===== src/rtl/assert_macros.svh =====
// Assertion macros shared by the transcoder RTL.
// Users must have clk_i and rst_ni in scope.
`ifndef ASSERT_MACROS_SVH
`define ASSERT_MACROS_SVH

// Property checked on every rising clock edge outside reset.
`define BTTU_ASSERT(lbl, prop, msg) \
  lbl: assert property (@(posedge clk_i) disable iff (!rst_ni) prop) else $error(msg);

// Condition that must never be true.
`define BTTU_NEVER(lbl, cond, msg) \
  `BTTU_ASSERT(lbl, !(cond), msg)

`endif


===== src/rtl/bttu_pkg.sv =====
// Types, constants and UTF-8 helper functions for the BOM text transcoder.
// No dependencies.
package bttu_pkg;

  typedef enum logic [2:0] {
    M_DETECT,
    M_PASS,
    M_U16LE,
    M_U16BE,
    M_U32LE,
    M_FAILED
  } mode_e;

  localparam logic [7:0]  BomFf     = 8'hFF;
  localparam logic [7:0]  BomFe     = 8'hFE;
  localparam logic [7:0]  BomEf     = 8'hEF;
  localparam logic [7:0]  BomBb     = 8'hBB;
  localparam logic [7:0]  BomBf     = 8'hBF;
  localparam logic [31:0] CpMax     = 32'h0010_FFFF;
  localparam logic [31:0] SurLo     = 32'h0000_D800;
  localparam logic [31:0] SurHi     = 32'h0000_DFFF;
  localparam logic [15:0] HighFirst = 16'hD800;
  localparam logic [15:0] HighLast  = 16'hDBFF;
  localparam logic [15:0] LowFirst  = 16'hDC00;
  localparam logic [15:0] LowLast   = 16'hDFFF;
  localparam logic [31:0] SuppBase  = 32'h0001_0000;
  localparam logic [7:0]  Lead2     = 8'hC0;
  localparam logic [7:0]  Lead3     = 8'hE0;
  localparam logic [7:0]  Lead4     = 8'hF0;
  localparam logic [7:0]  ContMark  = 8'h80;

  // One queued request: raw bytes, an optional code point, error and end flags.
  typedef struct packed {
    logic [2:0][7:0] raw;
    logic [1:0]      nraw;
    logic            cp_v;
    logic [20:0]     cp;
    logic            fail;
    logic            last;
  } entry_t;

  function automatic logic [2:0] utf8_len(input logic [20:0] cp);
    logic [2:0] n;
    if (cp <= 21'h00007F) n = 3'd1;
    else if (cp <= 21'h0007FF) n = 3'd2;
    else if (cp <= 21'h00FFFF) n = 3'd3;
    else n = 3'd4;
    return n;
  endfunction

  function automatic logic [7:0] utf8_byte(input logic [20:0] cp, input logic [2:0] n,
                                           input logic [1:0] j);
    logic [2:0] sh;
    logic [7:0] b;
    sh = n - 3'd1 - {1'b0, j};
    if (j == 2'd0) begin
      case (n)
        3'd1:    b = {1'b0, cp[6:0]};
        3'd2:    b = Lead2 | {3'b000, cp[10:6]};
        3'd3:    b = Lead3 | {4'b0000, cp[15:12]};
        default: b = Lead4 | {5'b00000, cp[20:18]};
      endcase
    end else begin
      case (sh[1:0])
        2'd0:    b = ContMark | {2'b00, cp[5:0]};
        2'd1:    b = ContMark | {2'b00, cp[11:6]};
        2'd2:    b = ContMark | {2'b00, cp[17:12]};
        default: b = ContMark | {5'b00000, cp[20:18]};
      endcase
    end
    return b;
  endfunction

endpackage


===== src/rtl/bttu_if.sv =====
// Valid/ready channel interfaces for the transcoder input and output.
// No dependencies.
interface bttu_in_if;
  logic       valid;
  logic       ready;
  logic [7:0] in_byte;
  logic       in_last;

  modport source (output valid, output in_byte, output in_last, input ready);
  modport sink   (input valid, input in_byte, input in_last, output ready);
endinterface

interface bttu_out_if;
  logic       valid;
  logic       ready;
  logic [7:0] out_byte;
  logic       has_byte;
  logic       failed;
  logic       out_last;

  modport source (output valid, output out_byte, output has_byte, output failed,
                  output out_last, input ready);
  modport sink   (input valid, input out_byte, input has_byte, input failed,
                  input out_last, output ready);
endinterface


===== src/rtl/bttu_front.sv =====
// Front end: BOM detection, code unit assembly and surrogate pairing.
// Depends on bttu_pkg and bttu_in_if; pushes at most one request per byte into the queue.
module bttu_front import bttu_pkg::*; (
  input  logic         clk_i,
  input  logic         rst_ni,
  bttu_in_if.sink      in_i,
  input  logic         q_ready_i,
  output logic         push_o,
  output entry_t       entry_o
);

  mode_e       mode_q, mode_d;
  logic [7:0]  pre0_q, pre0_d, pre1_q, pre1_d;
  logic [1:0]  pc_q, pc_d;
  logic [7:0]  us0_q, us0_d, us1_q, us1_d, us2_q, us2_d;
  logic [1:0]  uc_q, uc_d;
  logic [9:0]  hh_q, hh_d;
  logic        hp_q, hp_d;

  logic        accept;
  logic [7:0]  b;
  logic        last;
  logic        unit_go, cp_go, fail_now;
  logic [15:0] unit_val;
  logic [31:0] cp_val;
  entry_t      ent;

  assign in_i.ready = q_ready_i;
  assign accept     = in_i.valid && q_ready_i;
  assign b          = in_i.in_byte;
  assign last       = in_i.in_last;

  always_comb begin
    mode_d   = mode_q;
    pre0_d   = pre0_q;
    pre1_d   = pre1_q;
    pc_d     = pc_q;
    us0_d    = us0_q;
    us1_d    = us1_q;
    us2_d    = us2_q;
    uc_d     = uc_q;
    hh_d     = hh_q;
    hp_d     = hp_q;
    unit_go  = 1'b0;
    unit_val = '0;
    cp_go    = 1'b0;
    cp_val   = '0;
    fail_now = 1'b0;
    ent      = '0;
    ent.last = last;

    case (mode_q)
      M_DETECT: begin
        case (pc_q)
          2'd0: begin
            if (b inside {BomFf, BomFe, BomEf}) begin
              pre0_d = b;
              pc_d   = 2'd1;
            end else begin
              mode_d     = M_PASS;
              ent.raw[0] = b;
              ent.nraw   = 2'd1;
            end
          end
          2'd1: begin
            if ((pre0_q == BomFf && b == BomFe) || (pre0_q == BomEf && b == BomBb)) begin
              pre1_d = b;
              pc_d   = 2'd2;
            end else if (pre0_q == BomFe && b == BomFf) begin
              pc_d   = 2'd0;
              mode_d = M_U16BE;
            end else begin
              pc_d       = 2'd0;
              mode_d     = M_PASS;
              ent.raw[0] = pre0_q;
              ent.raw[1] = b;
              ent.nraw   = 2'd2;
            end
          end
          2'd2: begin
            if (pre0_q == BomFf) begin
              if (b == 8'h00) begin
                pc_d = 2'd3;
              end else begin
                pc_d   = 2'd0;
                mode_d = M_U16LE;
                us0_d  = b;
                uc_d   = 2'd1;
              end
            end else if (b == BomBf) begin
              pc_d   = 2'd0;
              mode_d = M_PASS;
            end else begin
              pc_d       = 2'd0;
              mode_d     = M_PASS;
              ent.raw[0] = pre0_q;
              ent.raw[1] = pre1_q;
              ent.raw[2] = b;
              ent.nraw   = 2'd3;
            end
          end
          default: begin
            pc_d = 2'd0;
            if (b == 8'h00) begin
              mode_d = M_U32LE;
            end else begin
              mode_d   = M_U16LE;
              unit_go  = 1'b1;
              unit_val = {b, 8'h00};
            end
          end
        endcase
      end
      M_PASS: begin
        ent.raw[0] = b;
        ent.nraw   = 2'd1;
      end
      M_U16LE, M_U16BE: begin
        if (uc_q == 2'd0) begin
          us0_d = b;
          uc_d  = 2'd1;
        end else begin
          uc_d     = 2'd0;
          unit_go  = 1'b1;
          unit_val = (mode_q == M_U16LE) ? {b, us0_q} : {us0_q, b};
        end
      end
      M_U32LE: begin
        case (uc_q)
          2'd0:    begin us0_d = b; uc_d = 2'd1; end
          2'd1:    begin us1_d = b; uc_d = 2'd2; end
          2'd2:    begin us2_d = b; uc_d = 2'd3; end
          default: begin
            uc_d   = 2'd0;
            cp_go  = 1'b1;
            cp_val = {b, us2_q, us1_q, us0_q};
          end
        endcase
      end
      default: begin
      end
    endcase

    if (unit_go) begin
      if (hp_q) begin
        hp_d = 1'b0;
        if (unit_val >= LowFirst && unit_val <= LowLast) begin
          cp_go  = 1'b1;
          cp_val = SuppBase + {12'h000, hh_q, unit_val[9:0]};
        end else begin
          fail_now = 1'b1;
        end
      end else if (unit_val >= HighFirst && unit_val <= HighLast) begin
        hh_d = unit_val[9:0];
        hp_d = 1'b1;
      end else if (unit_val >= LowFirst && unit_val <= LowLast) begin
        fail_now = 1'b1;
      end else begin
        cp_go  = 1'b1;
        cp_val = {16'h0000, unit_val};
      end
    end

    if (cp_go) begin
      if (cp_val > CpMax || (cp_val >= SurLo && cp_val <= SurHi)) begin
        fail_now = 1'b1;
      end else begin
        ent.cp_v = 1'b1;
        ent.cp   = cp_val[20:0];
      end
    end

    if (fail_now) mode_d = M_FAILED;

    if (last) begin
      if (mode_d == M_DETECT && pc_d != 2'd0 && !(pre0_d == BomFf && pc_d >= 2'd2)) begin
        ent.raw[0] = pre0_d;
        ent.raw[1] = pre1_d;
        ent.nraw   = pc_d;
      end
      if ((mode_d == M_U16LE || mode_d == M_U16BE) && hp_d) fail_now = 1'b1;
      mode_d = M_DETECT;
      pre0_d = '0;
      pre1_d = '0;
      pc_d   = '0;
      us0_d  = '0;
      us1_d  = '0;
      us2_d  = '0;
      uc_d   = '0;
      hh_d   = '0;
      hp_d   = 1'b0;
    end

    ent.fail = fail_now || (last && mode_q == M_FAILED);
  end

  assign entry_o = ent;
  assign push_o  = accept && (ent.nraw != 2'd0 || ent.cp_v || ent.fail || ent.last);

  always_ff @(posedge clk_i or negedge rst_ni) begin
    if (!rst_ni) begin
      mode_q <= M_DETECT;
      pre0_q <= '0;
      pre1_q <= '0;
      pc_q   <= '0;
      us0_q  <= '0;
      us1_q  <= '0;
      us2_q  <= '0;
      uc_q   <= '0;
      hh_q   <= '0;
      hp_q   <= 1'b0;
    end else if (accept) begin
      mode_q <= mode_d;
      pre0_q <= pre0_d;
      pre1_q <= pre1_d;
      pc_q   <= pc_d;
      us0_q  <= us0_d;
      us1_q  <= us1_d;
      us2_q  <= us2_d;
      uc_q   <= uc_d;
      hh_q   <= hh_d;
      hp_q   <= hp_d;
    end
  end

endmodule


===== src/rtl/bttu_queue.sv =====
// Small request queue between the front and back ends.
// Depends on bttu_pkg and assert_macros.svh.
`include "assert_macros.svh"
module bttu_queue import bttu_pkg::*; #(
  parameter int Depth = 2
) (
  input  logic   clk_i,
  input  logic   rst_ni,
  input  logic   push_i,
  input  entry_t wdata_i,
  output logic   ready_o,
  output logic   head_v_o,
  output entry_t head_o,
  input  logic   pop_i
);

  localparam int PtrW = (Depth > 1) ? $clog2(Depth) : 1;
  localparam int CntW = $clog2(Depth + 1);
  localparam logic [PtrW-1:0] LastPtr = PtrW'(Depth - 1);
  localparam logic [CntW-1:0] Full    = CntW'(Depth);

  entry_t          mem_q [Depth];
  logic [PtrW-1:0] wr_q, rd_q;
  logic [CntW-1:0] cnt_q;
  logic            do_push, do_pop;

  assign ready_o  = cnt_q != Full;
  assign head_v_o = cnt_q != '0;
  assign head_o   = mem_q[rd_q];
  assign do_push  = push_i && ready_o;
  assign do_pop   = pop_i && head_v_o;

  always_ff @(posedge clk_i) begin
    if (do_push) mem_q[wr_q] <= wdata_i;
  end

  always_ff @(posedge clk_i or negedge rst_ni) begin
    if (!rst_ni) begin
      wr_q  <= '0;
      rd_q  <= '0;
      cnt_q <= '0;
    end else begin
      if (do_push) wr_q <= (wr_q == LastPtr) ? '0 : wr_q + 1'b1;
      if (do_pop)  rd_q <= (rd_q == LastPtr) ? '0 : rd_q + 1'b1;
      if (do_push && !do_pop)      cnt_q <= cnt_q + 1'b1;
      else if (do_pop && !do_push) cnt_q <= cnt_q - 1'b1;
    end
  end

  `BTTU_NEVER(a_cnt_range, cnt_q > Full, "queue count beyond depth")
  `BTTU_ASSERT(a_cnt_up, (do_push && !do_pop) |=> cnt_q == $past(cnt_q) + 1'b1, "bad count")
  `BTTU_ASSERT(a_cnt_dn, (do_pop && !do_push) |=> cnt_q == $past(cnt_q) - 1'b1, "bad count")

endmodule


===== src/rtl/bttu_back.sv =====
// Back end: expands a queued request into UTF-8 result items, one per cycle unless stalled.
// Depends on bttu_pkg, bttu_out_if and assert_macros.svh.
`include "assert_macros.svh"
module bttu_back import bttu_pkg::*; (
  input  logic      clk_i,
  input  logic      rst_ni,
  input  logic      head_v_i,
  input  entry_t    head_i,
  output logic      pop_o,
  bttu_out_if.source out_o
);

  logic [3:0] idx_q, idx_d;
  logic [2:0] ncp;
  logic [3:0] n_data, total;
  logic       empty;
  logic       issue;
  logic [3:0] j;
  logic [7:0] r_byte;
  logic       r_has, r_fail, r_last;

  logic       out_v_q;
  logic [7:0] byte_q;
  logic       has_q, fail_q, last_q;

  assign ncp    = head_i.cp_v ? utf8_len(head_i.cp) : 3'd0;
  assign n_data = {2'b00, head_i.nraw} + {1'b0, ncp};
  assign empty  = head_i.last && n_data == 4'd0 && !head_i.fail;
  assign total  = n_data + {3'b000, head_i.fail} + {3'b000, empty};
  assign j      = idx_q - {2'b00, head_i.nraw};

  always_comb begin
    r_byte = '0;
    r_has  = 1'b0;
    r_fail = 1'b0;
    if (idx_q < {2'b00, head_i.nraw}) begin
      r_byte = head_i.raw[idx_q[1:0]];
      r_has  = 1'b1;
    end else if (idx_q < n_data) begin
      r_byte = utf8_byte(head_i.cp, ncp, j[1:0]);
      r_has  = 1'b1;
    end else begin
      r_fail = head_i.fail;
    end
    r_last = head_i.last && (idx_q == total - 4'd1);
  end

  assign issue = head_v_i && (!out_v_q || out_o.ready);
  assign pop_o = issue && (idx_q == total - 4'd1);

  always_comb begin
    idx_d = idx_q;
    if (pop_o) idx_d = '0;
    else if (issue) idx_d = idx_q + 4'd1;
  end

  always_ff @(posedge clk_i or negedge rst_ni) begin
    if (!rst_ni) begin
      idx_q   <= '0;
      out_v_q <= 1'b0;
    end else begin
      idx_q <= idx_d;
      if (issue) out_v_q <= 1'b1;
      else if (out_o.ready) out_v_q <= 1'b0;
    end
  end

  always_ff @(posedge clk_i) begin
    if (issue) begin
      byte_q <= r_byte;
      has_q  <= r_has;
      fail_q <= r_fail;
      last_q <= r_last;
    end
  end

  assign out_o.valid    = out_v_q;
  assign out_o.out_byte = byte_q;
  assign out_o.has_byte = has_q;
  assign out_o.failed   = fail_q;
  assign out_o.out_last = last_q;

  `BTTU_NEVER(a_idx_range, head_v_i && idx_q >= total, "result index past request")
  `BTTU_NEVER(a_pop_empty, pop_o && !head_v_i, "pop from empty queue")
  `BTTU_ASSERT(a_last_out, (pop_o && head_i.last) |=> out_v_q && last_q, "end mark lost")

endmodule


===== src/rtl/bom_text_to_utf8_transcoder.sv =====
// Channel   Dir  Payload                                 Handshake
// in_i      in   in_byte[7:0], in_last                   valid/ready
// out_o     out  out_byte[7:0], has_byte, failed, out_last valid/ready
//
// A byte is taken every cycle while the request queue has room; the front end
// turns it into one request of up to four results in the same cycle.
// The back end issues one result per cycle from the queue head into an output
// register while the output is not stalled, so throughput is one result per cycle.
// Reset is asynchronous and clears the detection state, queue and output valid.
// A stalled output holds its register; the queue fills and then in_i.ready drops.
module bom_text_to_utf8_transcoder import bttu_pkg::*; #(
  parameter int QueueDepth = 2
) (
  input  logic       clk_i,
  input  logic       rst_ni,
  bttu_in_if.sink    in_i,
  bttu_out_if.source out_o
);

  logic   push, q_ready, head_v, pop;
  entry_t wr_entry, head;

  bttu_front u_front (
    .clk_i     (clk_i),
    .rst_ni    (rst_ni),
    .in_i      (in_i),
    .q_ready_i (q_ready),
    .push_o    (push),
    .entry_o   (wr_entry)
  );

  bttu_queue #(
    .Depth (QueueDepth)
  ) u_queue (
    .clk_i    (clk_i),
    .rst_ni   (rst_ni),
    .push_i   (push),
    .wdata_i  (wr_entry),
    .ready_o  (q_ready),
    .head_v_o (head_v),
    .head_o   (head),
    .pop_i    (pop)
  );

  bttu_back u_back (
    .clk_i    (clk_i),
    .rst_ni   (rst_ni),
    .head_v_i (head_v),
    .head_i   (head),
    .pop_o    (pop),
    .out_o    (out_o)
  );

endmodule


===== src/flat_wrapper.sv =====
// flat-port wrapper written by rule: the top's interface ports become plain ports
module bom_text_to_utf8_transcoder_flat import bttu_pkg::*;
#(
  parameter int QueueDepth = 2
)
  (clk_i, rst_ni, in_i_valid, in_i_in_byte, in_i_in_last, in_i_ready, out_o_valid, out_o_out_byte, out_o_has_byte, out_o_failed, out_o_out_last, out_o_ready);
  bttu_in_if in_i_i ();
  bttu_out_if out_o_i ();
  input  logic clk_i;
  input  logic rst_ni;
  input wire logic [$bits(in_i_i.valid)-1:0] in_i_valid;
  input wire logic [$bits(in_i_i.in_byte)-1:0] in_i_in_byte;
  input wire logic [$bits(in_i_i.in_last)-1:0] in_i_in_last;
  output wire logic [$bits(in_i_i.ready)-1:0] in_i_ready;
  output wire logic [$bits(out_o_i.valid)-1:0] out_o_valid;
  output wire logic [$bits(out_o_i.out_byte)-1:0] out_o_out_byte;
  output wire logic [$bits(out_o_i.has_byte)-1:0] out_o_has_byte;
  output wire logic [$bits(out_o_i.failed)-1:0] out_o_failed;
  output wire logic [$bits(out_o_i.out_last)-1:0] out_o_out_last;
  input wire logic [$bits(out_o_i.ready)-1:0] out_o_ready;
  assign in_i_i.valid = in_i_valid;
  assign in_i_i.in_byte = in_i_in_byte;
  assign in_i_i.in_last = in_i_in_last;
  assign in_i_ready = in_i_i.ready;
  assign out_o_valid = out_o_i.valid;
  assign out_o_out_byte = out_o_i.out_byte;
  assign out_o_has_byte = out_o_i.has_byte;
  assign out_o_failed = out_o_i.failed;
  assign out_o_out_last = out_o_i.out_last;
  assign out_o_i.ready = out_o_ready;
  bom_text_to_utf8_transcoder #(.QueueDepth(QueueDepth)) u_core (.clk_i(clk_i), .rst_ni(rst_ni), .in_i(in_i_i), .out_o(out_o_i));
endmodule

===== config.mk =====
export PLATFORM = sky130hd
export DESIGN_NAME = bom_text_to_utf8_transcoder_flat
export DESIGN_NICKNAME = d
export VERILOG_FILES = /design/src/rtl/bttu_pkg.sv /design/src/rtl/bttu_if.sv /design/src/rtl/bttu_front.sv /design/src/rtl/bttu_queue.sv /design/src/rtl/bttu_back.sv /design/src/rtl/bom_text_to_utf8_transcoder.sv /design/src/flat_wrapper.sv
export VERILOG_INCLUDE_DIRS = /design/src /design/src/rtl
export SDC_FILE = /design/constraint.sdc
export NUM_CORES = 1
export LEC_CHECK = 0
export ABC_CLOCK_PERIOD_IN_PS = 6200
export BUFFER_PORTS_ARGS = -buffer_cell sky130_fd_sc_hd__buf_2
export CAP_MARGIN = 20
export CORE_MARGIN = 1.5
export CORE_UTILIZATION = 40
export CTS_CLUSTER_DIAMETER = 40
export CTS_CLUSTER_SIZE = 24
export DETAILED_ROUTE_END_ITERATION = 10
export SETUP_SLACK_MARGIN = 0.02
export SLEW_MARGIN = 20
export SYNTH_ARGS = -nofsm -noshare
export SYNTH_HDL_FRONTEND = slang
export SYNTH_SLANG_ARGS = --single-unit

===== constraint.sdc =====
create_clock -name clk_i -period 6.2 [get_ports clk_i]
set_clock_uncertainty 0.1 [all_clocks]
set_input_delay 1.24 -clock clk_i [delete_from_list [all_inputs] [get_ports clk_i]]
set_output_delay 1.24 -clock clk_i [all_outputs]
set_load 0.01 [all_outputs]

==> results.ini, run 1 <==
[run_status]
status=finished clean

[power]
leakagePower_nw=4.12
cellPowerDensity_mw_per_mm2=454
max-vdd-ir-drop_v=0.000194

[final_layout]
n_antenna_cell=0
fillerInstances=2209
nets=903
fin_util_pct=45.3
final_layout_size_suffix_gt1_share_pct=16.0
stdcell_area_mm2=0.0107
layout_commonest_cell=edfxtp_1
syn_to_final_growth_pct=10.8
most-common-layout-cells=111 x edfxtp_1, 75 x nand2_1, 66 x dfrtp_1

[critical_path]
cpPeakStageDelay_ns=0.52
crit_family=simple AND/OR/NAND/NOR gates
start_kind=register
worst_path_most_repeated_cell=ha_1
critPathBufInv=1
slowest_stage=or4_1
worstPathCellList=or4_1 > nor3_1 > a31oi_1 > nor2b_1 > nor2_1 > ha_1 > fa_1 > xnor2_1 > ha_1 > nand2_1 > nor4b_1 > ha_1 > fa_1 > xor2_1 > nor4_1 > buf_4 > nand2_1 > ha_1 > xor2_1 > nor2_1 > xor2_1
critical_path_required_ns=6.46
crit_arrival_ns=5.70
endpoint_kind=register
criticalPathCategory=reg -> reg
crit_fanout=6

[floorplanning]
num_rows=56
die_w_um=158
dieArea_mm2=0.0251
start_util_pct=40.9
die_h_um=158
core_mm2=0.0236
io_pins=26

[synthesis]
synth_seq_area_share_pct=51.8
syn-cell-area_mm2=0.00967
netlist_instances=853
synth-seq-cells=178
synth_cell_types=79
ys_warn_count=0
synth_nets=892
synthArstFlopShare_pct=37.6
synth_area_per_cell_um2=11.3
synth-edff-count=111
ys.flop_type=edfxtp_1

[timing]
worst_pin_slew_ns=0.960
final-max-slew-violation-count=0
final_hold_viol_count=0
finalWorstSetupSlack_ns=0.767
fin_setup_tns_ns=0
slew_headroom_pct=36.0
setup_viol=0
fin_crit_ns=5.43
fin_crit_sh_pct=87.6
max_freq_ghz=0.184
rsz0062_at_grt=false

[placed_design]
dp_hpwl_um=17000
io_buffers=25
gp_congestion=0.934
placed_cell_area_mm2=0.0101
place_ws_ns=0.786

[clocking]
cts_setup_buffers=0
clock_tree.root_cell=clkbuf_16
clkTransAtPathRegs_ns=0.07
cts_sinks=178
htreeDepth=4
clockBufferDepth=2
worstSkewPairLatency_ns=0.44
cts_resized=0
ctsHoldBuffers=0
cts_tree=built
cts_made_buffers=17

[detailed_routing]
routed_wl_um=24000
initialDrtViolationCount=712
drc=0
ant_nets=0
routedWlPerCell_um=20.1
dr_total_vias=6913
drtPass1Iterations=6
via_per_inst=5.78

[grt]
grt_remaining_overflow=0
grt_pass1_vias=6682
grt_max_degree=68
grt_usage_pct=20.3
grt_pass1_wl_um=38400
grt_antenna_before_repair=0

[worst_hold_path]
hp-class=reg -> reg

[flow_run]
drv_cap=0

-- cell families after synthesis --
family	count (synthesis)	share of synthesized area, %
xor gates and xnor gates	17	1.73
muxes	78	9.97
buffers and inverters	79	3.42
adders and majority gates	26	3.60
AOI/OAI and AO/OA	208	15.0
DFF	178	51.8
and+or+nand+nor	267	14.4
-- flip-flops by register name (all words and copies together), names as in the netlist --
name and flops:
u_core.u_queue.mem_q 100, u_core.u_front.pre0_q 8, u_core.u_front.us0_q 8, u_core.u_front.pre1_q 8, u_core.u_queue.cnt_q 2, u_core.u_front.mode_q 3, u_core.u_front.hh_q 10, u_core.u_front.uc_q 2
u_core.u_queue.rd_q 1, u_core.u_front.us1_q 8, u_core.u_front.us2_q 8, u_core.u_back.idx_q 4, u_core.u_back.out_o.failed 1, u_core.u_back.out_o.has_byte 1, u_core.u_back.out_o.out_byte 8, u_core.u_front.hp_q 1
u_core.u_queue.wr_q 1, u_core.u_back.out_o.out_last 1, u_core.u_back.out_o.valid 1, u_core.u_front.pc_q 2
-- synthesized netlist by cell type, types with 7 or more instances --
cell      count  area (um^2)
edfxtp_1    111         3330
nand2_1      75          282
dfrtp_1      67         1680
nor2_1       58          218
o21ai_0      45          225
mux2i_1      43          430
a22oi_1      33          248
inv_1        33          124
nor3_1       25          125
clkbuf_1     24         90.1
ha_1         23          288
mux2_2       23          259
a21oi_1      22          110
o22ai_1      16          100
a22o_1       15          131
nor2b_1      15         93.8
o21a_1       15          113
buf_2        14         70.1
nand3_1      14         70.1
nand2b_1     12         75.1
mux4_2       11          248
and3_1       10         62.6
xnor2_1       9         78.8
nor3b_1       7         52.6
nor4_1        7         43.8
o21ai_1       7         35.0
o31ai_1       7         52.6
xor2_1        7         61.3
-- layer usage --
layer	vias to the layer above	global-route usage [%]	share of wire, %
met4	0	5.34	1.0
met5	-	0	0
met3	28	3.08	5.1
li1	3222	-	-
met2	239	30.7	45
met1	3424	30.2	49
-- per-stage QoR --
stage                     hold WS (ns)  total power, mW  cells
after floorplan                  0.350             3.27    853
after global placement           0.374             3.80   1164
after detailed placement         0.380             3.83   1164
after CTS                        0.397             4.89   1196
after global routing             0.413             5.19   1196
final                            0.395             4.86   1196
-- cell type report --
cell class	count	area (um^2)	area share, %
Timing Repair Buffer	38	248	2.31
Clock buffer	17	425	3.97
Inverter	33	124	1.16
Sequential cell	178	5010	46.8
Clock inverter	15	164	1.53
Multi-Input combinational cell	596	4340	40.5
Tap cell	319	399	3.73
-- worst register-to-register path: stages, from the launching register on --
cell      delay [ns]
edfxtp_1        0.40
or4_1           0.52
nor3_1          0.15
a31oi_1         0.13
nor2b_1         0.36
nor2_1          0.12
ha_1            0.25
fa_1            0.41
xnor2_1         0.29
ha_1            0.20
nand2_1         0.06
nor4b_1         0.32
ha_1            0.25
fa_1            0.44
xor2_1          0.17
nor4_1          0.28
buf_4           0.17
nand2_1         0.09
ha_1            0.23
xor2_1          0.14
nor2_1          0.12
xor2_1          0.15
-- worst paths after layout --
kind / startpoint / end / slack (ns) / depth (start not counted)
worst max-delay path: u_core.u_queue.mem_q[0][16] / u_core.u_queue.cnt_q[1] / 0.77 / 21
worst min-delay path: u_core.u_front.pre1_q[7] / u_core.u_front.pre1_q[7] / 0.40 / 1
worst max register to register: u_core.u_queue.mem_q[0][16] / u_core.u_queue.cnt_q[1] / 0.77 / 21
worst min register to register: u_core.u_front.pre1_q[7] / u_core.u_front.pre1_q[7] / 0.40 / 1
max in group asynchronous: rst_ni / u_core.u_queue.rd_q / 4.41 / 2
min in group asynchronous: rst_ni / u_core.u_front.pre0_q[4] / 0.91 / 2
-- where the power goes --
part	switching [mW]	leakage (nW)	internal (mW)
logic	1.09	1.89	0.820
registers	0.254	1.94	1.64
clock network	0.521	0.282	0.540
No activity file was read; power rests on OpenSTA's default activity.
==> run 2: changes to the inputs <==
Settings changed: BUFFER_PORTS_ARGS -buffer_cell sky130_fd_sc_hd__buf_2 to unset, DONT_BUFFER_PORTS set to 1.
==> results.ini, run 2 (same netlist as run 1, synthesis figures left out) <==
[final_layout]
most-common-layout-cells=111 x edfxtp_1, 75 x nand2_1, 66 x dfrtp_1
nets=873  ; -3.3%
fin_util_pct=44.7  ; -0.69 points
fillerInstances=2185  ; -1.1%
regMostFlops=u_core.u_queue.mem_q
top_regs=u_core.u_queue.mem_q x100, u_core.u_front.hh_q x10
final_layout_size_suffix_gt1_share_pct=13.1  ; -2.9 points
syn_to_final_growth_pct=9.07
layout_commonest_cell=edfxtp_1
n_antenna_cell=0  ; unchanged
largest_reg_flops=100  ; unchanged

[critical_path]
worstPathCellList=or4_1 > nor3_1 > a31oi_1 > nor2b_1 > nor2_1 > ha_1 > fa_1 > xnor2_1 > ha_1 > nand2_1 > nor4b_1 > ha_1 > fa_1 > xor2_1 > nor4_2 > nand2_1 > ha_1 > xor2_1 > nor2_1 > xor2_1
endpoint_kind=register
cpPeakStageDelay_ns=0.53  ; about the same
start_kind=register
slowest_stage=or4_1
crit_arrival_ns=5.84  ; +0.14 ns
critical_path_required_ns=6.46  ; about the same
crit_fanout=6  ; unchanged
ff2ff_path_depth=20  ; -4.8%
criticalPathCategory=reg -> reg
worst_path_most_repeated_cell=ha_1

[grt]
grt_pass1_vias=6616  ; -0.99%
grt_usage_pct=19.9  ; -0.43 points
grt_antenna_before_repair=0  ; unchanged
grt_remaining_overflow=0  ; unchanged
grt_max_degree=68  ; unchanged
grt_pass1_wl_um=37400  ; -2.7%

[timing]
rsz0062_at_grt=false
setup_viol=0  ; unchanged
worst_pin_slew_ns=0.884  ; -0.0759 ns
timing.hold.ws_ns=0.397  ; +0.00204 ns
final_hold_viol_count=0  ; unchanged
fin_crit_sh_pct=90.0  ; +2.3 points
fin_setup_tns_ns=0  ; unchanged
fin_crit_ns=5.58  ; +0.145 ns
finalWorstSetupSlack_ns=0.622  ; -0.145 ns
final-max-slew-violation-count=0  ; unchanged
slew_headroom_pct=40.6  ; +4.6 points
max_freq_ghz=0.179  ; -2.6%

[clocking]
worstSkewPairLatency_ns=0.44  ; about the same
clock_tree.root_cell=clkbuf_16
htreeDepth=4  ; unchanged
cts_made_buffers=17  ; unchanged
cts_tree=built
clkTransAtPathRegs_ns=0.07  ; about the same
cts_sinks=178  ; unchanged
clockBufferDepth=2  ; unchanged

[floorplanning]
num_rows=56  ; unchanged
start_util_pct=40.9  ; unchanged
die_h_um=158  ; unchanged
die_w_um=158  ; unchanged
io_pins=26  ; unchanged
core_mm2=0.0236  ; unchanged
dieArea_mm2=0.0251  ; unchanged

[run_status]
status=finished clean

[placed_design]
place_ws_ns=0.462  ; -0.324 ns
io_buffers=0  ; -100%
dp_hpwl_um=16500  ; -3.2%
gp_congestion=0.920  ; -1.6%

[flow_run]
drv_cap=0  ; unchanged

[power]
max-vdd-ir-drop_v=0.000191  ; -1.8%
cellPowerDensity_mw_per_mm2=457  ; +0.67%
p_total_mw=4.82  ; -0.86%
leakagePower_nw=4.00  ; -2.9%

[detailed_routing]
initialDrtViolationCount=604  ; -15%
routed_wl_um=23600  ; -1.5%
via_per_inst=5.80  ; +0.35%
routedWlPerCell_um=20.3  ; +1.0%
ant_nets=0  ; unchanged
drc=0  ; unchanged
drtPass1Iterations=7  ; +1
dr_total_vias=6763  ; -2.2%

[worst_hold_path]
hp-class=in -> async

run 2: changes by cell type in the layout (fill, tap and decap cells not counted), moves of 2 or more:
cell	change
buf_2	-25
inv_6	+3
buf_4	-4
clkinv_4	-3
clkinvlp_4	-2
run 2: what timing repair did:
item	CTS	global route
setup buffers	0	0
endpoints found under the setup margin	0	1
gates resized for setup	0	1
hold buffers	0	0
hold endpoints to repair	0	0
run 2: through the flow:
stage / cell area, um^2 / std cells
after floorplan: 9670 / 853
after global placement: 9940 / 1134
after detailed placement: 9940 / 1134
after CTS: 10500 / 1166
after global routing: 10500 / 1166
final: 10500 / 1166
run 2: final cells by class:
class	instances	area, um^2	share of cell area (%)
Clock buffer	18	429	4.07
Clock inverter	14	161	1.53
Inverter	33	124	1.17
Multi-Input combinational cell	596	4350	41.2
Sequential cell	178	5010	47.5
Tap cell	319	399	3.79
Timing Repair Buffer	8	72.6	0.688
run 2: worst max-delay path, delay by kind of cell (launching register included):
| family | cells | cell delay (ns) |
|---|---|---|
| fa+ha+maj | 6 | 1.75 |
| compound gates | 1 | 0.14 |
| flops | 1 | 0.42 |
| xor+xnor | 4 | 0.76 |
| simple gates | 9 | 2.34 |
run 2: layer usage:
metal / vias up / routed length (um) / global-route usage, %
met4: 0 / 468 / 6.76
met3: 37 / 1210 / 3.76
met5: - / 0 / 0
met2: 230 / 10600 / 29.8
met1: 3332 / 11400 / 28.7
li1: 3164 / - / -
run 2: worst paths after layout:
check	start	slack [ns]	to
worst min register to register	u_core.u_front.pre1_q[1]	0.40	u_core.u_front.pre1_q[1]
worst min-delay path	rst_ni	0.40	u_core.u_front.pre0_q[0]
worst max-delay path	u_core.u_queue.mem_q[0][15]	0.62	u_core.u_queue.cnt_q[1]
max in group asynchronous	rst_ni	5.42	u_core.u_front.hh_q[6]
min in group clk_i	u_core.u_front.pre1_q[1]	0.40	u_core.u_front.pre1_q[1]
worst max register to register	u_core.u_queue.mem_q[0][15]	0.62	u_core.u_queue.cnt_q[1]
run 2: power by group:
part           internal, mW  switching, mW
registers              1.64          0.266
clock network         0.576          0.508
logic                 0.769           1.06
total                  2.99           1.84
